`config.mk`:
```
export PLATFORM = sky130hd
export DESIGN_NAME = bsgd_front
export DESIGN_NICKNAME = d
export VERILOG_FILES = /design/src/rtl/bsgd_pkg.sv /design/src/rtl/bsgd_front.sv
export SDC_FILE = /design/constraint.sdc
export NUM_CORES = 2
export LEC_CHECK = 0
export BUFFER_PORTS_ARGS = -buffer_cell sky130_fd_sc_hd__buf_2
export CAP_MARGIN = 20
export CORE_ASPECT_RATIO = 0.9
export CORE_MARGIN = 2
export CORE_UTILIZATION = 40
export DETAILED_ROUTE_END_ITERATION = 16
export GPL_ROUTABILITY_DRIVEN = 0
export SYNTH_ARGS = -nofsm -noshare
export SYNTH_HDL_FRONTEND = slang
export SYNTH_SLANG_ARGS = --single-unit
export TNS_END_PERCENT = 1
```
`constraint.sdc`:
```
create_clock -name clk -period 22.7 [get_ports clk]
set_input_delay 2.27 -clock clk [delete_from_list [all_inputs] [get_ports clk]]
set_output_delay 2.27 -clock clk [all_outputs]
set_load 0.005 [all_outputs]
```
`src/rtl/bsgd_pkg.sv`:
```
// Shared types, constants and helpers of the bright-spot grid detector.
// No dependencies; every other file of the block imports this package.
package bsgd_pkg;

  localparam int MAX_FRAME_DIM = 4096;
  localparam int COL_W         = $clog2(MAX_FRAME_DIM);
  localparam int CNT_W         = COL_W + 1;
  localparam int LUMA_W        = 16;
  localparam int STRIDE_W      = 9;
  localparam int PHASE_W       = 8;
  localparam int DIM_W         = 13;
  localparam int CFG_W         = 16;
  localparam int CFG_IDX_W     = 2;
  localparam int NUM_SLOTS     = 3;
  localparam int MEM_AW        = 2 + COL_W;

  localparam logic [DIM_W-1:0]    MAX_DIM    = DIM_W'(MAX_FRAME_DIM);
  localparam logic [STRIDE_W-1:0] MAX_STRIDE = STRIDE_W'(256);

  // Luma weights, BT.709 ratios scaled to sum to 65536.
  localparam logic [15:0] W_RED   = 16'd13933;
  localparam logic [15:0] W_GREEN = 16'd46871;
  localparam logic [15:0] W_BLUE  = 16'd4732;

  // Operation queue depth between the front and the back.
  localparam int QDEPTH  = 4;
  localparam int QPTR_W  = $clog2(QDEPTH);
  localparam int QCNT_W  = $clog2(QDEPTH + 1);

  // Input action codes.
  localparam logic ACT_PIXEL = 1'b0;
  localparam logic ACT_DRAIN = 1'b1;

  // Configuration register indexes.
  localparam logic [CFG_IDX_W-1:0] REG_FRAME_WIDTH  = 2'd0;
  localparam logic [CFG_IDX_W-1:0] REG_FRAME_HEIGHT = 2'd1;
  localparam logic [CFG_IDX_W-1:0] REG_GRID_STRIDE  = 2'd2;
  localparam logic [CFG_IDX_W-1:0] REG_LUMA_THRESH  = 2'd3;

  // One operation for the back end.
  typedef struct packed {
    logic              empty;   // empty-grid frame end
    logic              wr;      // store luma at bank_w/col_w
    logic              win;     // slide the window and maybe report
    logic              first;   // first drain tick, window needs priming
    logic              clr;     // window starts over at this column
    logic [1:0]        bank_w;
    logic [1:0]        bank_m;
    logic [1:0]        bank_a;
    logic [COL_W-1:0]  col_w;
    logic [COL_W-1:0]  col_r;
    logic              ok_m;
    logic              ok_a;
    logic              ok_a0;
    logic              has_b;
    logic              emit0;
    logic              emit1;
    logic              done;
    logic [COL_W-1:0]  x0;
    logic [COL_W-1:0]  x1;
    logic [COL_W-1:0]  y;
    logic [LUMA_W-1:0] luma;
  } bsgd_op_t;

  // One result word.
  typedef struct packed {
    logic              seed_valid;
    logic [COL_W-1:0]  seed_x;
    logic [COL_W-1:0]  seed_y;
    logic [LUMA_W-1:0] strength;
    logic              frame_done;
    logic              last_of_run;
  } bsgd_res_t;

  function automatic logic [1:0] slot_inc(input logic [1:0] s);
    return (s == 2'd2) ? 2'd0 : s + 2'd1;
  endfunction

  function automatic logic [1:0] slot_dec(input logic [1:0] s);
    return (s == 2'd0) ? 2'd2 : s - 2'd1;
  endfunction

endpackage

```
`src/rtl/bsgd_front.sv`:
```
// Front end: accepts words, tracks frame and grid position, computes luma
// and issues one operation per grid point or drain tick. Uses bsgd_pkg.
module bsgd_front (
  input  logic                         clk,
  input  logic                         rst_n,
  input  logic                         in_valid,
  input  logic                         in_stall,
  input  logic                         in_action,
  input  logic [23:0]                  in_pixel_rgb,
  input  logic [bsgd_pkg::DIM_W-1:0]    cfg_w,
  input  logic [bsgd_pkg::DIM_W-1:0]    cfg_h,
  input  logic [bsgd_pkg::STRIDE_W-1:0] cfg_s,
  output logic                         push,
  output bsgd_pkg::bsgd_op_t           push_op,
  output logic                         busy
);
  import bsgd_pkg::*;

  logic [COL_W-1:0]   pcol_r, pcol_nxt, prow_r, prow_nxt;
  logic [PHASE_W-1:0] cph_r, cph_nxt, rph_r, rph_nxt;
  logic [COL_W-1:0]   dcol_r, dcol_nxt;
  logic [1:0]         slot_r, slot_nxt, rs_r, rs_nxt;
  logic [CNT_W-1:0]   cols_r [NUM_SLOTS];
  logic [CNT_W-1:0]   cols_nxt [NUM_SLOTS];
  logic [COL_W-1:0]   sy_r [NUM_SLOTS];
  logic [COL_W-1:0]   sy_nxt [NUM_SLOTS];
  logic               full_r, full_nxt;

  logic               s1_v_r, s1_v_nxt;
  bsgd_op_t           s1_op_r, s1_op_nxt;
  logic [23:0]        pr_r, pg_r, pb_r;

  logic [DIM_W-1:0]    w, h;
  logic [STRIDE_W-1:0] s;
  logic [PHASE_W-1:0]  off;
  logic                acc, grid_row, done;
  logic [1:0]          p, a;
  logic [CNT_W-1:0]    gxw;
  logic [COL_W-1:0]    gx, xg;
  logic [COL_W+STRIDE_W-1:0] gxs;
  logic [24:0]         sum;

  assign w   = (cfg_w == '0) ? DIM_W'(1) : ((cfg_w > MAX_DIM) ? MAX_DIM : cfg_w);
  assign h   = (cfg_h == '0) ? DIM_W'(1) : ((cfg_h > MAX_DIM) ? MAX_DIM : cfg_h);
  assign s   = (cfg_s == '0) ? STRIDE_W'(1) : ((cfg_s > MAX_STRIDE) ? MAX_STRIDE : cfg_s);
  assign off = s[STRIDE_W-1:1];
  assign acc = in_valid && !in_stall;
  assign busy = s1_v_r;

  always_comb begin
    pcol_nxt = pcol_r; prow_nxt = prow_r; cph_nxt = cph_r; rph_nxt = rph_r;
    dcol_nxt = dcol_r; slot_nxt = slot_r; rs_nxt = rs_r;
    cols_nxt = cols_r; sy_nxt = sy_r; full_nxt = full_r;
    s1_v_nxt = 1'b0; s1_op_nxt = '0;
    grid_row = 1'b0; done = 1'b0; p = 2'd0; a = 2'd0; gxw = '0; gx = '0;
    gxs = '0; xg = '0;
    if (acc) begin
      if (in_action == ACT_DRAIN) begin
        if (full_r) begin
          s1_v_nxt = 1'b1;
          if (rs_r == 2'd0 || cols_r[slot_r] == '0) begin
            s1_op_nxt.empty = 1'b1;
            done = 1'b1;
          end else begin
            gx  = dcol_r;
            // Pixel column of the grid point follows the stride in force now.
            gxs = {{STRIDE_W{1'b0}}, gx} * {{COL_W{1'b0}}, s};
            xg  = COL_W'(off) + gxs[COL_W-1:0];
            a   = slot_dec(slot_r);
            done = ({1'b0, gx} + CNT_W'(1)) >= cols_r[slot_r];
            s1_op_nxt.win    = 1'b1;
            s1_op_nxt.first  = (gx == '0);
            s1_op_nxt.bank_m = slot_r;
            s1_op_nxt.bank_a = a;
            s1_op_nxt.col_r  = gx + COL_W'(1);
            s1_op_nxt.ok_m   = ({1'b0, gx} + CNT_W'(1)) < cols_r[slot_r];
            s1_op_nxt.ok_a   = (rs_r >= 2'd2) && (({1'b0, gx} + CNT_W'(1)) < cols_r[a]);
            s1_op_nxt.ok_a0  = (rs_r >= 2'd2) && (cols_r[a] != '0);
            s1_op_nxt.emit0  = 1'b1;
            s1_op_nxt.done   = done;
            s1_op_nxt.x0     = xg;
            s1_op_nxt.y      = sy_r[slot_r];
            dcol_nxt = gx + COL_W'(1);
          end
          if (done) begin
            pcol_nxt = '0; prow_nxt = '0; cph_nxt = '0; rph_nxt = '0;
            dcol_nxt = '0; rs_nxt = '0; full_nxt = 1'b0;
          end
        end
      end else if (!full_r) begin
        grid_row = (prow_r >= COL_W'(off)) && (rph_r == '0);
        if (grid_row && pcol_r == '0) begin
          slot_nxt = slot_inc(slot_r);
          if (rs_r != 2'd3) begin
            rs_nxt = rs_r + 2'd1;
          end
          cols_nxt[slot_nxt] = '0;
          sy_nxt[slot_nxt]   = prow_r;
        end
        gxw = cols_nxt[slot_nxt];
        gx  = gxw[COL_W-1:0];
        gxs = {{STRIDE_W{1'b0}}, gx} * {{COL_W{1'b0}}, s};
        xg  = COL_W'(off) + gxs[COL_W-1:0];
        p   = slot_dec(slot_nxt);
        a   = slot_inc(slot_nxt);
        if (grid_row && rs_nxt != 2'd0 && pcol_r >= COL_W'(off) && cph_r == '0 &&
            gxw < CNT_W'(MAX_FRAME_DIM)) begin
          cols_nxt[slot_nxt] = gxw + CNT_W'(1);
          s1_v_nxt         = 1'b1;
          s1_op_nxt.wr     = 1'b1;
          s1_op_nxt.bank_w = slot_nxt;
          s1_op_nxt.col_w  = gx;
          if (rs_nxt >= 2'd2) begin
            s1_op_nxt.win    = 1'b1;
            s1_op_nxt.clr    = (gx == '0);
            s1_op_nxt.bank_m = p;
            s1_op_nxt.bank_a = a;
            s1_op_nxt.col_r  = gx;
            s1_op_nxt.ok_m   = {1'b0, gx} < cols_r[p];
            s1_op_nxt.ok_a   = (rs_nxt == 2'd3) && ({1'b0, gx} < cols_r[a]);
            s1_op_nxt.has_b  = 1'b1;
            s1_op_nxt.emit0  = (gx != '0) && (({1'b0, gx} - CNT_W'(1)) < cols_r[p]);
            s1_op_nxt.emit1  = (({1'b0, pcol_r} + CNT_W'(s)) >= w) &&
                               ({1'b0, gx} < cols_r[p]);
            s1_op_nxt.x0     = xg - COL_W'(s);
            s1_op_nxt.x1     = xg;
            s1_op_nxt.y      = sy_r[p];
          end
        end
        if (pcol_r >= COL_W'(off)) begin
          cph_nxt = (({1'b0, cph_r} + STRIDE_W'(1)) >= s) ? '0 : cph_r + PHASE_W'(1);
        end
        if (({1'b0, pcol_r} + DIM_W'(1)) >= w) begin
          pcol_nxt = '0;
          cph_nxt  = '0;
          if (prow_r >= COL_W'(off)) begin
            rph_nxt = (({1'b0, rph_r} + STRIDE_W'(1)) >= s) ? '0 : rph_r + PHASE_W'(1);
          end
          if (({1'b0, prow_r} + DIM_W'(1)) >= h) begin
            full_nxt = 1'b1;
          end else begin
            prow_nxt = prow_r + COL_W'(1);
          end
        end else begin
          pcol_nxt = pcol_r + COL_W'(1);
        end
      end
    end
  end

  always_ff @(posedge clk) begin
    if (!rst_n) begin
      pcol_r <= '0; prow_r <= '0; cph_r <= '0; rph_r <= '0;
      dcol_r <= '0; slot_r <= '0; rs_r <= '0; full_r <= 1'b0;
      for (int i = 0; i < NUM_SLOTS; i++) begin
        cols_r[i] <= '0;
        sy_r[i]   <= '0;
      end
      s1_v_r <= 1'b0;
    end else begin
      pcol_r <= pcol_nxt; prow_r <= prow_nxt; cph_r <= cph_nxt; rph_r <= rph_nxt;
      dcol_r <= dcol_nxt; slot_r <= slot_nxt; rs_r <= rs_nxt;
      full_r <= full_nxt; cols_r <= cols_nxt; sy_r <= sy_nxt;
      s1_v_r <= s1_v_nxt;
    end
  end

  // Luma products are registered; the sum is formed on the way into the queue.
  always_ff @(posedge clk) begin
    s1_op_r <= s1_op_nxt;
    pr_r <= {8'd0, W_RED}   * {16'd0, in_pixel_rgb[23:16]};
    pg_r <= {8'd0, W_GREEN} * {16'd0, in_pixel_rgb[15:8]};
    pb_r <= {8'd0, W_BLUE}  * {16'd0, in_pixel_rgb[7:0]};
  end

  assign sum  = {1'b0, pr_r} + {1'b0, pg_r} + {1'b0, pb_r};
  assign push = s1_v_r;

  always_comb begin
    push_op      = s1_op_r;
    push_op.luma = sum[23:8];
  end

endmodule

```
# Word-level counts from Yosys, hierarchy flattened

Index checks and enable logic that the tools add are counted.

Register bits: 276
Input bits: 64
Output and inout bits: 96
Word-level logic and storage cells: 288

$add $sub $neg: 23
Multiply operators: 5
$lt $le $gt $ge: 27
Equal/unequal tests: 9
Muxes and demuxes: 126
Bitwise gates (word level): 13
Reductions and logical operators: 47

Operators with widths:

| kind                                                  | number |
|---|---|
| 2-to-1 mux 12 bit                                     | 22 |
| 2-to-1 mux 13 bit                                     | 16 |
| 2-to-1 mux 39 bit                                     | 5 |
| binary-select mux 13 bit (select 2 bit)               | 5 |
| 2-to-1 mux 36 bit                                     | 3 |
| 2-to-1 mux 8 bit                                      | 12 |
| 2-to-1 mux 30 bit                                     | 2 |
| demux 13 bit (select 2 bit)                           | 2 |
| greater-or-equal comparator 13 bit                    | 4 |
| binary-select mux 12 bit (select 2 bit)               | 2 |
| 2-to-1 mux 2 bit                                      | 22 |
| adder 12 x 1 -> 13 bit, second input constant         | 3 |
| AND 39 bit                                            | 1 |
| bitwise mux 39 bit                                    | 1 |
| logical NOT 13 bit                                    | 3 |
| less-than comparator 13 bit                           | 3 |
| NOT 39 bit                                            | 1 |
| adder 12 x 1 -> 12 bit, second input constant         | 3 |
| bitwise mux 36 bit                                    | 1 |
| logical NOT 12 bit                                    | 3 |
| 2-to-1 mux 15 bit                                     | 2 |
| 2-to-1 mux 14 bit                                     | 2 |
| greater-than comparator 13 bit, second input constant | 2 |
| less-than comparator 12 x 13 -> 1 bit                 | 2 |
| 50 further kinds                                      | 128 |

# Longest topological paths before layout

Word-level depth: 23
Gate-level depth with buffers: 38
Depth with buffers taken out: 34

# Worst setup path before layout

No wires, ideal clock.

Path type: input to register
Start point: input cfg_s[8] (netlist name)
End point: register s1_op_r, in the netlist push_op[51]
Library setup time: 134 ps
Arrival time: 10,259 ps
Required time: 22,566 ps
Path slack: 12,308 ps
Cell stages on the path: 35
Buffers on the path: 4
Cell sequence: clkbuf_1 nor2b_1 clkbuf_1 clkinv_1 ha_1 nor3_1 nor4_1 o211a_4 buf_6 clkbuf_1 nor2_1 o21ai_2 clkinv_1 nand2_1 fa_1 inv_1 fa_1 ha_1 fa_1 inv_1 fa_1 inv_1 ha_1 and3_1 a21oi_1 o21ai_0 o41a_1 a21o_1 a21oi_1 xnor3_1 xnor2_1 xnor3_1 xor2_1 xnor2_1 o22ai_1

Cells in the longest elaborated chain, start to end: 21
Elaborated cells between the ends (all ways): 42
Those cells by class: add/sub: 3; mul: 2; order compare: 5; mux: 23; bitwise: 1; reduce/logical: 8

Ends and longest elaborated chain:

| what                                                  | RTL line          | text |
|---|---|---|
| start, declared                                       | bsgd_front.sv:12  | `input logic [bsgd_pkg::STRIDE_W-1:0] cfg_s,` |
| greater-than comparator 9 bit                         | bsgd_front.sv:45  | `assign s = (cfg_s == '0) ? STRIDE_W'(1) : ((cfg_s > MAX_STRIDE) ? MAX_STRIDE : cfg_s);` |
| 2-to-1 mux 9 bit                                      | bsgd_front.sv:45  |  |
| 2-to-1 mux 9 bit (*)                                  | bsgd_front.sv:45  |  |
| greater-or-equal comparator 12 x 8 -> 1 bit           | bsgd_front.sv:91  | `grid_row = (prow_r >= COL_W'(off)) && (rph_r == '0);` |
| logical AND 1 bit                                     | bsgd_front.sv:91  |  |
| logical AND 1 bit                                     | bsgd_front.sv:92  | `if (grid_row && pcol_r == '0) begin` |
| 2-to-1 mux 2 bit                                      | bsgd_front.sv:92  |  |
| 2-to-1 mux 2 bit                                      | bsgd_front.sv:90  | `end else if (!full_r) begin` |
| (+4 left out)                                         | -                 |  |
| 2-to-1 mux 13 bit (implied by the code) (2 in series) | bsgd_front.sv:100 | `gxw = cols_nxt[slot_nxt];` |
| multiplier 12 x 9 -> 12 bit                           | bsgd_front.sv:102 | `gxs = {{STRIDE_W{1'b0}}, gx} * {{COL_W{1'b0}}, s};` |
| adder 8 x 12 -> 12 bit                                | bsgd_front.sv:103 | `xg = COL_W'(off) + gxs[COL_W-1:0];` |
| subtractor 12 x 9 -> 12 bit                           | bsgd_front.sv:125 | `s1_op_nxt.x0 = xg - COL_W'(s);` |
| 2-to-1 mux 36 bit                                     | bsgd_front.sv:113 | `if (rs_nxt >= 2'd2) begin` |
| 2-to-1 mux 36 bit                                     | bsgd_front.sv:106 | `if (grid_row && rs_nxt != 2'd0 && pcol_r >= COL_W'(off) && cph_r == '0 &&` |
| 2-to-1 mux 36 bit                                     | bsgd_front.sv:90  |  |
| 2-to-1 mux 12 bit (*)                                 | bsgd_front.sv:58  | `if (in_action == ACT_DRAIN) begin` |
| end signal, assigned                                  | bsgd_front.sv:170 | `s1_op_r <= s1_op_nxt;` |
| end, declared                                         | bsgd_front.sv:30  | `bsgd_op_t s1_op_r, s1_op_nxt;` |

Every way passes the cells marked *; elsewhere a longest branch is shown, timed or not. The select of a mux whose other input is x is not followed.
A chain may end at the register's enable or synchronous reset.

# Worst setup path in the final report

Ends and elaborated chain as after synthesis.

==> flow_metrics.py <==
metrics = {
    "clocking": {
        "ctsResizeCount": 0,
        "cts_htree_levels": 2,
        "cts.sinks": 276,
        "cts_tree": "built",
        "clk_pin_slew_worst_paths_ns": 0.06,
        "cts_made_buffers": 34,
        "cts_buffer_depth": 3,
        "postCtsHoldBufs": 0,
        "clk_latency_ns": 0.57,
        "root_buffer": "clkbuf_16",
        "cts_setup_buffers": 0,
    },
    "sta": {
        "setup_viol_count_final": 0,
        "slew_headroom": 0.287,
        "post-route-period-util": 0.515,
        "fin_tns_setup_ns": 0,
        "hold_ws_ns": 0.480,
        "tightest_slew_ns": 1.07,
        "max_freq_ghz": 0.0855,
        "maxSlewViolCount": 0,
        "final-hold-violation-count": 0,
        "period_needed_ns": 11.70,
        "rsz0062_at_grt": "false",
        "finalClockSkew_ns": 0.0339,
        "setup_ws_ns": 11.00,
    },
    "critical_path": {
        "max_stage_delay_ns": 0.57,
        "critical_path_class": "input pin to flip-flop",
        "slowest_stage": "clkinv_1",
        "crit_fanout": 38,
        "worstPathArrival_ns": 12.08,
        "timing.critical_path.buf_inv": 8,
        "crit_required_ns": 23.09,
        "cpMostUsedCell": "fa_1",
        "cp-start-kind": "input pin",
        "critPathTopFamily": "adder cells",
        "crit_path_end_kind": "flip-flop",
    },
    "die": {
        "die_w_um": 277,
        "start_util": 0.403,
        "dieArea_um2": 69200,
        "core_um2": 66700,
        "die_height_um": 250,
        "ios": 160,
        "rows": 90,
    },
    "pwr": {
        "p_int_w": 0.00143,
        "max-vdd-ir-drop_uv": 221,
        "power.leakage_nw": 13.4,
        "power_frac_clock": 0.242,
        "comb_power_share": 0.514,
        "seq_power_share": 0.244,
        "total_power_w": 0.00236,
        "switching_share": 0.394,
        "p_per_area_nw_per_um2": 79.8,
        "switchingPower_w": 0.000930,
    },
    "logic_synthesis": {
        "synth_cell_types": 89,
        "synth_flop_cell": "dfxtp_1",
        "syn_avg_cell_area_um2": 8.57,
        "synth_top_area_frac": 0.206,
        "synthTopCellsByArea": "dfxtp_1 21%, ha_1 19%, fa_1 14%",
        "syn_area_um2": 26800,
        "synth.largest_area_cell": "dfxtp_1",
        "ys_warn_count": 0,
        "synthCells": 3132,
        "seq_area_frac_synth": 0.206,
        "ys_ff_latch": 276,
        "synth_edf_count": 0,
        "synth_fp_nets": 3792,
        "async_reset_ff_frac": 0,
    },
    "place": {
        "portBuffers": 159,
        "place_inst": 4059,
        "place_ws_ns": 10.59,
        "place.detailed.hpwl_mm": 60.7,
    },
    "route": {
        "routedWlPerCell_um": 19.1,
        "avgViaCountPerCell": 5.42,
        "first_pass_iters": 5,
        "ant_nets": 0,
        "routed_wl_mm": 78.6,
        "drt-initial-drc-count": 1656,
        "vias": 22325,
        "drcViolationCount": 0,
    },
    "final_layout": {
        "areaGrowthSynthToFinish_pct": 10.3,
        "final_cells": 4120,
        "nNetsFinal": 3881,
        "diodes": 0,
        "final_layout_size_suffix_gt1_frac": 0.0937,
    },
    "global_routing": {
        "grt_pass1_wl_mm": 125,
        "track_usage": 0.228,
        "overflow": 0,
        "grt_max_degree": 103,
        "antenna_found_initial": 1,
        "grt_pass1_vias": 22326,
    },
    "worst_hold_path": {
        "min_path_type": "flip-flop to flip-flop",
    },
    "outcome": {
        "status": "completed",
    },
    "run": {
        "maxCapViolations": 0,
    },
}
==> synth_stat cells, drive strengths merged (25+ instances only) <==
| cell | number |
|---|---|
| nand4 | 25 |
| nand3 | 74 |
| nand2b | 25 |
| nor3 | 39 |
| xor2 | 48 |
| clkbuf | 107 |
| dfxtp | 276 |
| nor2 | 229 |
| inv | 331 |
| and2 | 40 |
| o21a | 30 |
| mux2i | 56 |
| fa | 188 |
| and3 | 31 |
| a22oi | 30 |
| o22ai | 33 |
| ha | 408 |
| xnor2 | 127 |
| a21o | 49 |
| a21oi | 163 |
| o21ai | 133 |
| nand2 | 343 |
| a21boi | 67 |
| nor2b | 64 |
==> power by group through the flow <==
| stage | Sequential [W] | Clock (W) | Combinational [W] |
|---|---|---|---|
| finish | 0.000576 | 0.000572 | 0.00121 |
| global route | 0.000583 | 0.000609 | 0.00138 |
| CTS | 0.000579 | 0.000589 | 0.00123 |
| detailed placement | 0.000590 | 0 | 0.00121 |
| global placement | 0.000589 | 0 | 0.00121 |
| floorplan | 0.000577 | 0 | 0.000855 |
==> state kept, by name (all words and copies together) (netlist names), 2 cells and up <==
register / cells
cols_r: 39
cph_r: 8
dcol_r: 12
pb_r: 19
pcol_r: 12
pg_r: 24
pr_r: 22
prow_r: 12
push_op: 78
rph_r: 8
rs_r: 2
slot_r: 2
sy_r: 36
==> kinds of logic after synthesis <==
family                   share of synthesized area
AO/OA/AOI/OAI                                0.145
XOR/XNOR                                    0.0588
adder cells (fa/ha/maj)                      0.330
buffers and inverters                       0.0667
flip-flops                                   0.206
multiplexers                                0.0274
AND/OR/NAND/NOR                              0.166
==> per-layer routing <==
layer / share of wire / global-route usage
met5: 0 / 0
met2: 0.46 / 0.380
met3: 0.064 / 0.0300
met1: 0.44 / 0.302
met4: 0.037 / 0.0854
==> placed cells by master (no fill, tap or decap), drive strengths merged, types with 20 or more instances in the layout <==
master  synthesis  final
ha            408    408
nand2         343    343
inv           331    334
dfxtp         276    276
nor2          229    229
fa            188    188
buf            18    178
a21oi         163    163
o21ai         133    133
xnor2         127    127
nand3          74     74
a21boi         67     67
nor2b          64     64
mux2i          56     56
a21o           49     49
xor2           48     48
clkbuf        107     44
and2           40     40
nor3           39     39
o22ai          33     33
and3           31     31
o21a           30     30
a22oi          30     30
nand2b         25     25
nand4          25     25
clkinv         10     20
==> worst paths after layout <==
path         depth (start not counted)  startpoint          end  slack [ns]
min reg2reg                          2    sy_r[20]     sy_r[20]        0.48
min                                  2    sy_r[20]     sy_r[20]        0.48
max reg2reg                         33   prow_r[0]  push_op[51]       13.26
max                                 35    cfg_s[8]  push_op[51]       11.00
==> cell type report <==
| class | count | area [µm²] |
|---|---|---|
| Clock inverter | 17 | 233 |
| Tap cell | 874 | 1090 |
| Fill cell | 6708 | 37100 |
| Sequential cell | 276 | 5530 |
| Clock buffer | 44 | 948 |
| Multi-Input combinational cell | 2390 | 19600 |
| Inverter | 341 | 1280 |
| Timing Repair Buffer | 178 | 941 |
==> through the flow <==
stage | utilization | cell area [µm²]
global placement | 0.426 | 28400
CTS | 0.444 | 29600
floorplan | - | 26800
finish | 0.444 | 29600
global route | 0.444 | 29600
detailed placement | 0.426 | 28400
==> tightest hold or removal path, cell delays in order (launching register included) <==
cell and delay (ns):
dfxtp_1 0.32, nand2_1 0.05, a21boi_0 0.06
Power figures use the tool's default switching activity.
