## config.mk

```make
export PLATFORM = sky130hd
export DESIGN_NAME = bsgd_queue
export DESIGN_NICKNAME = d
export VERILOG_FILES = /design/src/rtl/bsgd_pkg.sv /design/src/rtl/bsgd_queue.sv
export SDC_FILE = /design/constraint.sdc
export NUM_CORES = 1
export LEC_CHECK = 0
export ABC_AREA = 1
export ABC_CLOCK_PERIOD_IN_PS = 6150
export BUFFER_PORTS_ARGS = -buffer_cell sky130_fd_sc_hd__clkbuf_2
export CAP_MARGIN = 20
export CORE_ASPECT_RATIO = 1.5
export CORE_UTILIZATION = 60
export CTS_CLUSTER_DIAMETER = 150
export DETAILED_ROUTE_END_ITERATION = 8
export PLACE_DENSITY = 0.94
export SLEW_MARGIN = 10
export SYNTH_ARGS = -nofsm -noshare
export SYNTH_HDL_FRONTEND = slang
export SYNTH_SLANG_ARGS = --single-unit
```

## constraint.sdc

```tcl
create_clock -name clk -period 6.15 [get_ports clk]
set_clock_uncertainty 0.15 [all_clocks]
set_input_delay 0.3075 -clock clk [delete_from_list [all_inputs] [get_ports clk]]
set_output_delay 0.3075 -clock clk [all_outputs]
set_load 0.02 [all_outputs]
```

## src/rtl/bsgd_pkg.sv

```systemverilog
// Shared types, constants and helpers of the bright-spot grid detector.
// No dependencies; every other file of the block imports this package.
package bsgd_pkg;

  localparam int MAX_FRAME_DIM = 4096;
  localparam int COL_W         = $clog2(MAX_FRAME_DIM);
  localparam int CNT_W         = COL_W + 1;
  localparam int LUMA_W        = 16;
  localparam int STRIDE_W      = 9;
  localparam int PHASE_W       = 8;
  localparam int DIM_W         = 13;
  localparam int CFG_W         = 16;
  localparam int CFG_IDX_W     = 2;
  localparam int NUM_SLOTS     = 3;
  localparam int MEM_AW        = 2 + COL_W;

  localparam logic [DIM_W-1:0]    MAX_DIM    = DIM_W'(MAX_FRAME_DIM);
  localparam logic [STRIDE_W-1:0] MAX_STRIDE = STRIDE_W'(256);

  // Luma weights, BT.709 ratios scaled to sum to 65536.
  localparam logic [15:0] W_RED   = 16'd13933;
  localparam logic [15:0] W_GREEN = 16'd46871;
  localparam logic [15:0] W_BLUE  = 16'd4732;

  // Operation queue depth between the front and the back.
  localparam int QDEPTH  = 4;
  localparam int QPTR_W  = $clog2(QDEPTH);
  localparam int QCNT_W  = $clog2(QDEPTH + 1);

  // Input action codes.
  localparam logic ACT_PIXEL = 1'b0;
  localparam logic ACT_DRAIN = 1'b1;

  // Configuration register indexes.
  localparam logic [CFG_IDX_W-1:0] REG_FRAME_WIDTH  = 2'd0;
  localparam logic [CFG_IDX_W-1:0] REG_FRAME_HEIGHT = 2'd1;
  localparam logic [CFG_IDX_W-1:0] REG_GRID_STRIDE  = 2'd2;
  localparam logic [CFG_IDX_W-1:0] REG_LUMA_THRESH  = 2'd3;

  // One operation for the back end.
  typedef struct packed {
    logic              empty;   // empty-grid frame end
    logic              wr;      // store luma at bank_w/col_w
    logic              win;     // slide the window and maybe report
    logic              first;   // first drain tick, window needs priming
    logic              clr;     // window starts over at this column
    logic [1:0]        bank_w;
    logic [1:0]        bank_m;
    logic [1:0]        bank_a;
    logic [COL_W-1:0]  col_w;
    logic [COL_W-1:0]  col_r;
    logic              ok_m;
    logic              ok_a;
    logic              ok_a0;
    logic              has_b;
    logic              emit0;
    logic              emit1;
    logic              done;
    logic [COL_W-1:0]  x0;
    logic [COL_W-1:0]  x1;
    logic [COL_W-1:0]  y;
    logic [LUMA_W-1:0] luma;
  } bsgd_op_t;

  // One result word.
  typedef struct packed {
    logic              seed_valid;
    logic [COL_W-1:0]  seed_x;
    logic [COL_W-1:0]  seed_y;
    logic [LUMA_W-1:0] strength;
    logic              frame_done;
    logic              last_of_run;
  } bsgd_res_t;

  function automatic logic [1:0] slot_inc(input logic [1:0] s);
    return (s == 2'd2) ? 2'd0 : s + 2'd1;
  endfunction

  function automatic logic [1:0] slot_dec(input logic [1:0] s);
    return (s == 2'd0) ? 2'd2 : s - 2'd1;
  endfunction

endpackage

```

## src/rtl/bsgd_queue.sv

```systemverilog
// Short operation queue between the front and the back end.
// Depends on bsgd_pkg for the operation type and depth.
module bsgd_queue (
  input  logic                       clk,
  input  logic                       rst_n,
  input  logic                       push,
  input  bsgd_pkg::bsgd_op_t         push_op,
  input  logic                       pop,
  output logic                       q_valid,
  output bsgd_pkg::bsgd_op_t         q_op,
  output logic [bsgd_pkg::QCNT_W-1:0] q_cnt
);
  import bsgd_pkg::*;

  bsgd_op_t           buf_r [QDEPTH];
  logic [QPTR_W-1:0]  wp_r, rp_r;
  logic [QCNT_W-1:0]  cnt_r, cnt_nxt;

  always_comb begin
    cnt_nxt = cnt_r;
    if (push && !pop) begin
      cnt_nxt = cnt_r + QCNT_W'(1);
    end else if (pop && !push) begin
      cnt_nxt = cnt_r - QCNT_W'(1);
    end
  end

  always_ff @(posedge clk) begin
    if (!rst_n) begin
      wp_r  <= '0;
      rp_r  <= '0;
      cnt_r <= '0;
    end else begin
      cnt_r <= cnt_nxt;
      if (push) begin
        wp_r <= wp_r + QPTR_W'(1);
      end
      if (pop) begin
        rp_r <= rp_r + QPTR_W'(1);
      end
    end
  end

  always_ff @(posedge clk) begin
    if (push) begin
      buf_r[wp_r] <= push_op;
    end
  end

  assign q_valid = (cnt_r != '0);
  assign q_op    = buf_r[rp_r];
  assign q_cnt   = cnt_r;

endmodule

```

==> After elaboration in Yosys (flattened, before gate mapping) <==
Memories as Yosys holds them, arrays and structs flattened. A register that Yosys moved wholly into a read port is not among the register bits.
Index checks and enable logic that the tools add are counted.
{ "totals": {"wordCells": 20, "regBits": 7, "n_memories": 1, "ram_bits": 376} }
{ "classes": {"n_addsub": 4, "n_reduce_logical": 6, "n_mux": 6} }
{ "mem_list": {"columns": ["memory", "words", "word_bits", "read_ports", "rd_ports_with_merged_regs", "wr", "line", "text"], "rows": [
  ["buf_r", 4, 94, 1, 1, 1, "bsgd_queue.sv:15", "bsgd_op_t buf_r [QDEPTH];"]
]} }
{ "op_table": {"columns": ["operator", "count"], "rows": [
  ["$mux 3", 2],
  ["$add 2x1->2 const B", 2],
  ["$mux 2", 2],
  ["$add 3x1->3 const B", 1],
  ["$reduce_bool 3->1", 1],
  ["$sub 3x1->3 const B", 1],
  ["$logic_and 1x1->1", 2],
  ["$logic_not 1->1", 2],
  ["$mux 1", 2],
  ["$reduce_bool 2->1", 1]
]} }

==> Logic depth before layout (Yosys ltp) <==
Gate-level depths: netlist (run 1).
{ "depth": {"depth_word": 4, "ltp_mapped": 10, "ltp_nobuf": 10} }

==> Worst setup path after synthesis (run 1) <==
OpenSTA, ideal clock, no wires.
{ "synth_path": {"path_type": "register -> register", "start": "register wp_r[0]", "end": "memory buf_r[2][0] (netlist bit), enable pin", "setup_time_ns": 0.448, "required_time_ns": 5.552, "arrival_time_ns": 2.405, "path_stages_with_launch": 5, "setup_slack_ns": 3.147, "cell_sequence": "dfxtp_1 -> inv_1 -> ha_1 -> nand2_1 -> inv_1"} }
{ "synth_rtl": {"columns": ["element", "line", "text"], "rows": [
  ["from (decl)", "bsgd_queue.sv:16", "logic [QPTR_W-1:0] wp_r, rp_r;"],
  ["from (signal assigned)", "bsgd_queue.sv:36", "wp_r <= wp_r + QPTR_W'(1);"],
  ["to (decl)", "bsgd_queue.sv:15", null]
]} }
No word-level cell before the write port.

==> results of run 1 <==
placed cells by master, fill, tap and decap left out, types with 2 or more instances in the layout:
cell type      netlist  routed
edfxtp_1           376     376
clkbuf_2             0     195
nor2_1             194     194
o21ai_0            157     157
dlygate4sd3_1        0      97
o22ai_1             94      94
o21ai_1             37      37
clkbuf_16            0      31
inv_1               15      11
nand2_1             10      10
buf_4                4       9
clkinv_2             0       7
dfxtp_1              9       7
ha_1                 5       5
bufinv_16            0       5
inv_4                0       4
a21oi_1              4       4
clkinv_1             0       4
diode_2              0       3
clkbuf_8             0       3
clkbuf_1            39       3
inv_6                1       2
layer usage:
metal,routed length [µm],vias to the layer above,part of all wire,global-route usage
li1,-,4195,-,-
met1,11860,4653,0.34,0.3157
met2,19130,580,0.55,0.5200
met3,2642,115,0.076,0.04338
met4,1309,2,0.037,0.1271
met5,9,-,0.00026,0
worst max-delay path by stage:
| stage | start | endpoint | slack, ps | depth (start not counted) |
|---|---|---|---|---|
| floorplan | wp_r[0]$_SDFFE_PN0P_ | buf_r[2][0]$_DFFE_PP_ | 3150 | 4 |
| detailed placement | register | q_op[93] | 3020 | 5 |
| global route | register | q_op[87] | 2150 | 5 |
| finish | register | q_op[78] | 2320 | 5 |
| global placement | register | q_op[90] | 3180 | 5 |
| CTS | register | q_op[87] | 2350 | 5 |
area by class of cell:
type                            count  share of cell area
Clock buffer                       37             0.04743
Multi-Input combinational cell    504              0.1396
Tap cell                          315             0.02257
Antenna cell                        3           0.0004299
Clock inverter                     19             0.01290
Inverter                           17            0.004514
Sequential cell                   385              0.6572
Timing Repair Buffer              301              0.1154
power by group through the flow:
| stage | logic (W) | clock network, W | registers (W) |
|---|---|---|---|
| detailed placement | 0.000575 | 0 | 0.00308 |
| global placement | 0.000551 | 0 | 0.00308 |
| floorplan | 0.000358 | 0 | 0.00309 |
| CTS | 0.000633 | 0.00204 | 0.00303 |
| global route | 0.000690 | 0.00216 | 0.00304 |
| finish | 0.000648 | 0.00207 | 0.00303 |
kinds of logic after synthesis:
family,after synthesis,share of synthesized area
AOI/OAI and AO/OA,292,0.1101
adders and majority gates,6,0.005758
DFF,385,0.7999
buffers and inverters,78,0.03010
and+or+nand+nor,206,0.05418
worst register-to-register path, cell delays in order (launching register included):
cell	delay, ps
dfxtp_1	330
inv_1	120
ha_1	160
nand2_1	80
inv_4	510
buf_4	740
registers in the layout, indices dropped and copies added (netlist names), named ones only:
name   count
rp_r       2
wp_r       2
q_cnt      3
buf_r    376
repair_timing:
action	in CTS	in global routing
gates resized for setup	0	0
hold endpoints to repair	385	0
hold buffers	97	0
metrics by stage:
| step | setup WS, ps | hold slack (ps) | total power (W) | area (µm²) |
|---|---|---|---|---|
| floorplan | 3147 | 256.4 | 0.003443 | 14340 |
| finish | 2322 | 321.9 | 0.005747 | 17460 |
| global placement | 3176 | 271.0 | 0.003626 | 15430 |
| global route | 2148 | 333.5 | 0.005883 | 17460 |
| detailed placement | 3022 | 272.6 | 0.003657 | 15430 |
| CTS | 2345 | 307.9 | 0.005698 | 17460 |
==> flow_summary.ini, run 1 <==
[pwr]
power_density_nw_per_um2 = 329.1
combPwrFrac = 0.113
pwr-share-clk = 0.360
switching_share = 0.2406
peakVddDrop_uv = 294.1
p_int_w = 0.004364
p_seq_frac = 0.527
leakage_nw = 6.219
p_sw_w = 0.001383

[clocking]
clock_sinks = 385
tritoncts = yes
root_buffer = clkbuf_16
postCtsSetupBuffers = 0
clkTransAtPathRegs_ps = 70
numCtsBuffers = 31
cts_max_level = 1
ctsLongestPathBuffers = 3
clkLatencyLatePin_ps = 550

[worst_setup_path]
critPathArrivalTime_ps = 3370
r2r-end = buf_r[0][55]$_DFFE_PP_
cp_max_fo = 97
cp_common_cell = buf_4
crit_family = buffers and inverters
rr_worst_depth = 5
end_kind = output pin
worstSetupStartpointType = register
r2r-start = wp_r[0]$_SDFFE_PN0P_
path_cells = buf_4 > buf_4 > o21ai_1 > o22ai_1 > clkbuf_2
worst_ep_required_time_ps = 5690
crit_buf_inv = 3
rrSetupSlack_ps = 3660
slowest_stage = buf_4
critPathKind = reg -> out
max_stage_delay_ps = 840

[timing]
rsz0062_at_grt = no
worst_pin_slew_ps = 1008
clock.fmax_mhz = 261.2
setup_viol = 0
fin_setup_tns_ps = 0
period_share = 0.6224
hold_viol = 0
min_period_ps = 3828
relSlewSlack = 0.3278
final_max_slew_viol_count = 0

[logic_synthesis]
syn_nets = 1071
syn_area_per_cell_um2 = 14.83
ys_top_cells_by_count = edfxtp_1 (376), nor2_1 (194), o21ai_0 (157), o22ai_1 (94), clkbuf_1 (39)
synth.ff_latch_count = 385
ys_warn_count = 0
seq_area_frac_synth = 0.7999
netlist_instances = 967
synth_edf_count = 376
synth_cell_type_count = 20
synthArstFlopShare = 0
synth.most_common_cell = edfxtp_1
synth_top_area_share = 0.7873
synth_top_area_cell = edfxtp_1
synthesis.area_um2 = 14340
synth.area.top_cells = edfxtp_1 (79%), o21ai_0 (5.5%), nor2_1 (5.1%)
synth_flop_cell = edfxtp_1

[grt]
antenna_found_initial = 3
grt_max_degree = 115
grt_pass1_wl_um = 51360
grt_pass1_vias = 9554
grt_usage = 0.2809
overflow = 0

[routing]
drt-total-wl_um = 34950
wl_per_cell_um = 22.11
dr_total_vias = 9545
vias_per_cell = 6.037
drt-pass1-iter-count = 5
antenna_left = 0
drcViolationCount = 0
drt_iter0_drc = 899

[floorplan]
ios = 196
rows = 68
dieArea_um2 = 24540
die_x_um = 128.2
fp.coreArea_um2 = 23230
start_util = 0.6174
die_h_um = 191.4

[cells_and_area]
seqCellArea_um2 = 11480
postLayoutCoreUtil = 0.7518
nets = 1344
fin_cells = 1581
fillers = 1252
multi_input_area_um2 = 2439
drive_gt1_frac = 0.2067
syn2layout_area_growth_pct = 21.77

[hold_path]
min-delay-start = rp_r[1]$_SDFFE_PN0P_
hp-class = reg -> reg
hold_depth = 1

[outcome]
status = finished clean

[flow_run]
maxCapViolCount = 0

[place]
gp_congestion = 0.7566
dp_hpwl_um = 17090
placed_cells = 1425
portBuffers = 195
Power figures use the tool's default switching activity.
==> inputs of run 2 (changes only) <==
--- a/config.mk
+++ b/config.mk
@@ -5,15 +5,15 @@
 export SDC_FILE = /design/constraint.sdc
 export NUM_CORES = 1
 export LEC_CHECK = 0
-export ABC_AREA = 1
-export ABC_CLOCK_PERIOD_IN_PS = 6150
+export ABC_AREA = 0
+export ABC_CLOCK_PERIOD_IN_PS = 3400
 export BUFFER_PORTS_ARGS = -buffer_cell sky130_fd_sc_hd__clkbuf_2
 export CAP_MARGIN = 20
 export CORE_ASPECT_RATIO = 1.5
-export CORE_UTILIZATION = 60
+export CORE_UTILIZATION = 51
 export CTS_CLUSTER_DIAMETER = 150
 export DETAILED_ROUTE_END_ITERATION = 8
-export PLACE_DENSITY = 0.94
+export PLACE_DENSITY = 0.86
 export SLEW_MARGIN = 10
 export SYNTH_ARGS = -nofsm -noshare
 export SYNTH_HDL_FRONTEND = slang
==> constraint.sdc (replaced) <==
create_clock -name clk -period 3.4 [get_ports clk]
set_clock_uncertainty 0.15 [all_clocks]
set_input_delay 0.17 -clock clk [delete_from_list [all_inputs] [get_ports clk]]
set_output_delay 0.17 -clock clk [all_outputs]
set_load 0.02 [all_outputs]
==> run 2 against run 1 <==
  * Via count fell by 29%
  * Critical endpoint is now q_op[59]
  * First-iteration DRC count fell by 34%
  * Worst setup slack got worse by 1600 ps
  * Combinational power rose by 90%
==> flow_summary.ini, run 2 <==
[logic_synthesis]
synthArstFlopShare = 0
synthXorXnorAreaFrac = 0.003113
synthAdderAreaFrac = 0.005870
ys_top_cells_by_count = edfxtp_1 (376), mux4_2 (94), and2_1 (9), dfxtp_1 (9)
netlist_instances = 533
synthSimpleGateAreaFrac = 0.006048
synth_top_family_by_area = multiplexers
syn_nets = 637
synth_flop_cell = edfxtp_1
synth.ff_latch_count = 385
syn_area_per_cell_um2 = 26.39
synth_edf_count = 376
synth.area.mux_share = 0.1519
synth_top_area_share = 0.8026
seq_area_frac_synth = 0.8154
synth.most_common_cell = edfxtp_1
synth.area.top_cells = edfxtp_1 (80%), mux4_2 (15%), dfxtp_1 (1.3%)
synth_cell_type_count = 20
ys_warn_count = 0
synth_top_area_cell = edfxtp_1
synthesis.area_um2 = 14070
synth-compound-area-share = 0.0008894

[floorplan]
start_util = 0.5185
ios = 196
die_x_um = 137.6
fp.coreArea_um2 = 27130
dieArea_um2 = 28260
die_h_um = 205.4
rows = 74

[timing]
hold_viol = 0
relSlewSlack = 0.6297
period_share = 0.7920
clock.fmax_mhz = 371.4
final_max_slew_viol_count = 0
rsz0062_at_grt = no
fin_setup_tns_ps = 0
worst_pin_slew_ps = 555.4
setup_viol = 0
min_period_ps = 2693

[clocking]
postCtsSetupBuffers = 0
ctsLongestPathBuffers = 3
clkLatencyLatePin_ps = 520
cts_max_level = 2
clock_sinks = 385
clkTransAtPathRegs_ps = 70
numCtsBuffers = 35
tritoncts = yes
root_buffer = clkbuf_16

[flow_run]
maxCapViolCount = 0

[routing]
drcViolationCount = 0
drt-total-wl_um = 27700
dr_total_vias = 6745
drt_iter0_drc = 591
drt-pass1-iter-count = 5
vias_per_cell = 5.520
antenna_left = 0
wl_per_cell_um = 22.67

[grt]
grt_pass1_vias = 7391
grt_max_degree = 53
antenna_found_initial = 2
grt_pass1_wl_um = 41260
grt_use_met1 = 0.2330
overflow = 0
grt_usage = 0.2016
top_usage_layer = met2
use_met2 = 0.3561
met3_usage = 0.04114

[worst_setup_path]
critPathKind = reg -> out
cp_max_fo = 50
worstSetupStartpointType = register
critPathArrivalTime_ps = 2370
worst_ep_required_time_ps = 3080
end_kind = output pin

[place]
gp_congestion = 0.7097
placed_cells = 1062
dp_hpwl_um = 15400
portBuffers = 195

[cells_and_area]
final_cell_mix = edfxtp_1 (376), clkbuf_2 (195), dlygate4sd3_1 (98), mux4_2 (94), clkbuf_16 (37)
largest_register = buf_r
nets = 959
syn2layout_area_growth_pct = 24.66
largest_reg_flops = 376
layout_commonest_cell = edfxtp_1
drive_gt1_frac = 0.4043
fin_cells = 1222

[pwr]
leakage_nw = 6.023
peakVddDrop_uv = 579.8
p_total_w = 0.01061
power_density_nw_per_um2 = 605.1

[outcome]
status = finished clean

[hold_path]
hp-class = in -> reg
[run 2: changes by cell type after synthesis, sizes merged, moves of 3 or more]
cell    previous run  this run
o22ai             94         0
clkbuf            39         0
mux4               0        94
a21oi              4         0
inv               17         4
nand2             10         1
o21ai            194         1
nor2             194         0
and2               0         9
xor2               0         3
[run 2: worst max-delay path: stages (launching register included)]
cell      delay [ps]
dfxtp_4          600
buf_12           400
mux4_2           580
clkbuf_2         180
[run 2: kinds of logic after synthesis]
group	Yosys count
flip-flops	385
adder cells (fa/ha/maj)	6
XOR/XNOR	5
AND/OR/NAND/NOR	14
buffers and inverters	25
AO/OA/AOI/OAI	2
multiplexers	96
[run 2: final timing paths]
check,start,to,slack (ps),depth (start not counted)
setup reg to reg,wp_r[0]$_SDFFE_PN0P_,buf_r[0][17]$_DFFE_PP_,1430,4
hold reg to reg,q_cnt[2]$_SDFFE_PN0P_,q_cnt[2]$_SDFFE_PN0P_,380,2
setup / recovery,register,q_op[59],710,3
hold / removal,push_op[90],buf_r[0][90]$_DFFE_PP_,250,2
[run 2: routing by layer]
metal / vias up / wire length (µm)
li1: 2940 / -
met1: 3464 / 10080
met2: 278 / 14990
met3: 63 / 1706
met4: 0 / 924
met5: - / 0
[run 2: what timing repair did]
item                                    CTS  global route
hold buffers                             98             0
endpoints found under the setup margin    0             0
hold endpoints to repair                385             0
gates resized for setup                   0             0
[run 2: report_power, final]
part	switching (W)	leakage, nW	internal [W]	total (W)
sequential	0.0000824	3.53	0.00545	0.00553
clock	0.00163	0.535	0.00222	0.00385
combinational	0.000697	1.96	0.000531	0.00123
total	0.00241	6.02	0.00820	0.0106
[run 2: final cells by class]
type	instances	area (µm²)
Timing Repair Buffer	306	2130
Antenna cell	2	5.005
Fill cell	1702	9593
Clock inverter	14	148.9
Multi-Input combinational cell	123	2371
Inverter	4	15.01
Tap cell	342	427.9
Clock buffer	46	959.7
Sequential cell	385	11480
[run 2: metrics by stage]
stage                     hold WS (ps)  setup slack [ps]    util  instance area [µm²]
after floorplan                  118.9             69.46       -                14070
after global placement           232.1              1177  0.5692                15440
after detailed placement         238.7              1191  0.5692                15440
after CTS                        235.9             630.0  0.6462                17530
after global routing             245.7             559.3  0.6464                17540
final                            253.5             707.3  0.6464                17540
==> inputs of run 3 (changes only) <==
--- a/config.mk
+++ b/config.mk
@@ -5,15 +5,15 @@
 export SDC_FILE = /design/constraint.sdc
 export NUM_CORES = 1
 export LEC_CHECK = 0
-export ABC_AREA = 0
-export ABC_CLOCK_PERIOD_IN_PS = 3400
+export ABC_AREA = 1
+export ABC_CLOCK_PERIOD_IN_PS = 2810
 export BUFFER_PORTS_ARGS = -buffer_cell sky130_fd_sc_hd__clkbuf_2
 export CAP_MARGIN = 20
 export CORE_ASPECT_RATIO = 1.5
-export CORE_UTILIZATION = 51
+export CORE_UTILIZATION = 57
 export CTS_CLUSTER_DIAMETER = 150
 export DETAILED_ROUTE_END_ITERATION = 8
-export PLACE_DENSITY = 0.86
+export PLACE_DENSITY = 0.9
 export SLEW_MARGIN = 10
 export SYNTH_ARGS = -nofsm -noshare
 export SYNTH_HDL_FRONTEND = slang
==> constraint.sdc (replaced) <==
create_clock -name clk -period 2.81 [get_ports clk]
set_clock_uncertainty 0.15 [all_clocks]
set_input_delay 0.1405 -clock clk [delete_from_list [all_inputs] [get_ports clk]]
set_output_delay 0.1405 -clock clk [all_outputs]
set_load 0.02 [all_outputs]
==> run 3 against run 2 <==
  * First-iteration DRC count rose by 38%
  * Non-clock buffer count rose by 7
  * Global-route usage rose by 5.4 points
  * Critical endpoint is now q_op[40]
  * Via count rose by 39%
  * Register-to-register slack got worse by 810 ps
  * Sequential share of layout area fell by 0.54 points
  * Power rose by 18%
==> flow_summary.ini, run 3 (synthesis gave the netlist of run 1 again) <==
[place]
portBuffers = 195
gp_congestion = 0.8207
dp_hpwl_um = 18030
dp_slack_ps = 627.7
placed_cells = 1445

[clocking]
numCtsBuffers = 31
ctsLongestPathBuffers = 3
clkTransAtPathRegs_ps = 70
tritoncts = yes
clkLatencyLatePin_ps = 540
root_buffer = clkbuf_16
clock_sinks = 385
cts_max_level = 1

[grt]
grt_pass1_wl_um = 50400
antenna_found_initial = 4
grt_max_degree = 85
grt_pass1_vias = 9401
grt_usage = 0.2553
overflow = 0

[floorplan]
die_h_um = 196.3
dieArea_um2 = 25810
rows = 70
start_util = 0.5848
fp.coreArea_um2 = 24520
die_x_um = 131.5
ios = 196

[worst_setup_path]
r2r-end = buf_r[2][54]$_DFFE_PP_
critPathKind = reg -> out
worstSetupStartpointType = register
r2r-start = wp_r[0]$_SDFFE_PN0P_
critPathCapture = q_op[40]
rrSetupSlack_ps = 620
critPathArrivalTime_ps = 2340
worst_ep_required_time_ps = 2520
end_kind = output pin
rr_worst_depth = 5
cp_max_fo = 62

[flow_run]
maxCapViolCount = 0

[pwr]
p_total_w = 0.01255
peakVddDrop_uv = 644.5
leakage_nw = 6.281
power_density_nw_per_um2 = 709.8

[hold_path]
hp-class = in -> reg
hold_depth = 2

[timing]
fin_setup_tns_ps = 0
period_share = 0.9364
hold_viol = 0
clock.fmax_mhz = 380.0
rsz0062_at_grt = no
setup_ws_ps = 178.7
setup_viol = 0
relSlewSlack = 0.2656
min_period_ps = 2631
worst_pin_slew_ps = 1102
final_max_slew_viol_count = 0

[cells_and_area]
fin_cells = 1604
largest_register = buf_r
layout_commonest_cell = edfxtp_1
syn2layout_area_growth_pct = 23.26
final_cell_mix = edfxtp_1 (376), clkbuf_2 (195), nor2_1 (194), o21ai_0 (157), dlygate4sd3_1 (98)
fillers = 1423
largest_reg_flops = 376
nets = 1356
drive_gt1_frac = 0.2153

[routing]
drt_iter0_drc = 818
antenna_left = 0
drcViolationCount = 0
wl_per_cell_um = 20.74
drt-pass1-iter-count = 5
vias_per_cell = 5.832
dr_total_vias = 9354
drt-total-wl_um = 33260

[outcome]
status = finished clean
-- run 3: changes by cell type in the layout (fill, tap and decap cells not counted), moves of 6 or more --
cell / previous run / this run
buf_4: 7 / 13
clkbuf_16: 37 / 31
o21ai_0: 1 / 157
inv_1: 4 / 11
nor2_1: 0 / 194
nand2_1: 1 / 10
mux4_2: 94 / 0
clkinvlp_4: 2 / 8
o22ai_1: 0 / 94
o21ai_1: 0 / 37
-- run 3: layout make-up --
cell class | count | area (µm²) | share of cell area
Multi-Input combinational cell | 504 | 2439 | 0.1380
Inverter | 17 | 86.33 | 0.004884
Clock inverter | 20 | 236.5 | 0.01338
Tap cell | 324 | 405.4 | 0.02293
Timing Repair Buffer | 313 | 2195 | 0.1242
Antenna cell | 3 | 7.507 | 0.0004247
Clock buffer | 38 | 832.0 | 0.04707
Sequential cell | 385 | 11480 | 0.6492
-- run 3: report_power, final --
part | switching, W | leakage, nW | internal, W
sequential | 0.0000744 | 3.53 | 0.00656
combinational | 0.000981 | 2.23 | 0.000464
clock | 0.00190 | 0.519 | 0.00257
total | 0.00296 | 6.28 | 0.00959
-- run 3: through the flow --
| step | hold slack [ps] | cell area, µm² | utilization |
|---|---|---|---|
| finish | 178.7 | 17680 | 0.7208 |
| global route | 174.3 | 17680 | 0.7208 |
| CTS | 168.0 | 17670 | 0.7204 |
| detailed placement | 209.2 | 15620 | 0.6368 |
| global placement | 203.2 | 15620 | 0.6368 |
| floorplan | 89.37 | 14360 | - |
-- run 3: how the worst min path moves through the flow --
| stage | start | end |
|---|---|---|
| after floorplan | push_op[0] | buf_r[0][0]$_DFFE_PP_ |
| after global placement | push_op[19] | buf_r[1][19]$_DFFE_PP_ |
| after detailed placement | push_op[49] | buf_r[1][49]$_DFFE_PP_ |
| after CTS | push_op[22] | buf_r[1][22]$_DFFE_PP_ |
| after global routing | push_op[22] | buf_r[1][22]$_DFFE_PP_ |
| final | push_op[22] | buf_r[1][22]$_DFFE_PP_ |
-- run 3: timing repair --
item / 4_1_cts / 5_1_grt
hold endpoints to repair: 385 / 0
hold buffers: 98 / 0
gates resized for setup: 0 / 1
setup endpoints to repair: 0 / 1
setup buffers: 0 / 0
-- run 3: critical path, stage by stage (launching register included) --
cell	delay, ps
dfxtp_4	450
inv_8	310
buf_12	300
o21ai_0	120
o22ai_1	320
clkbuf_2	250
-- run 3: per-layer routing --
layer	wire length, µm	global-route usage	part of all wire
met4	1502	0.1266	0.045
met5	13	0	0.00039
met2	17790	0.4580	0.53
met1	11740	0.3027	0.35
met3	2214	0.03307	0.067
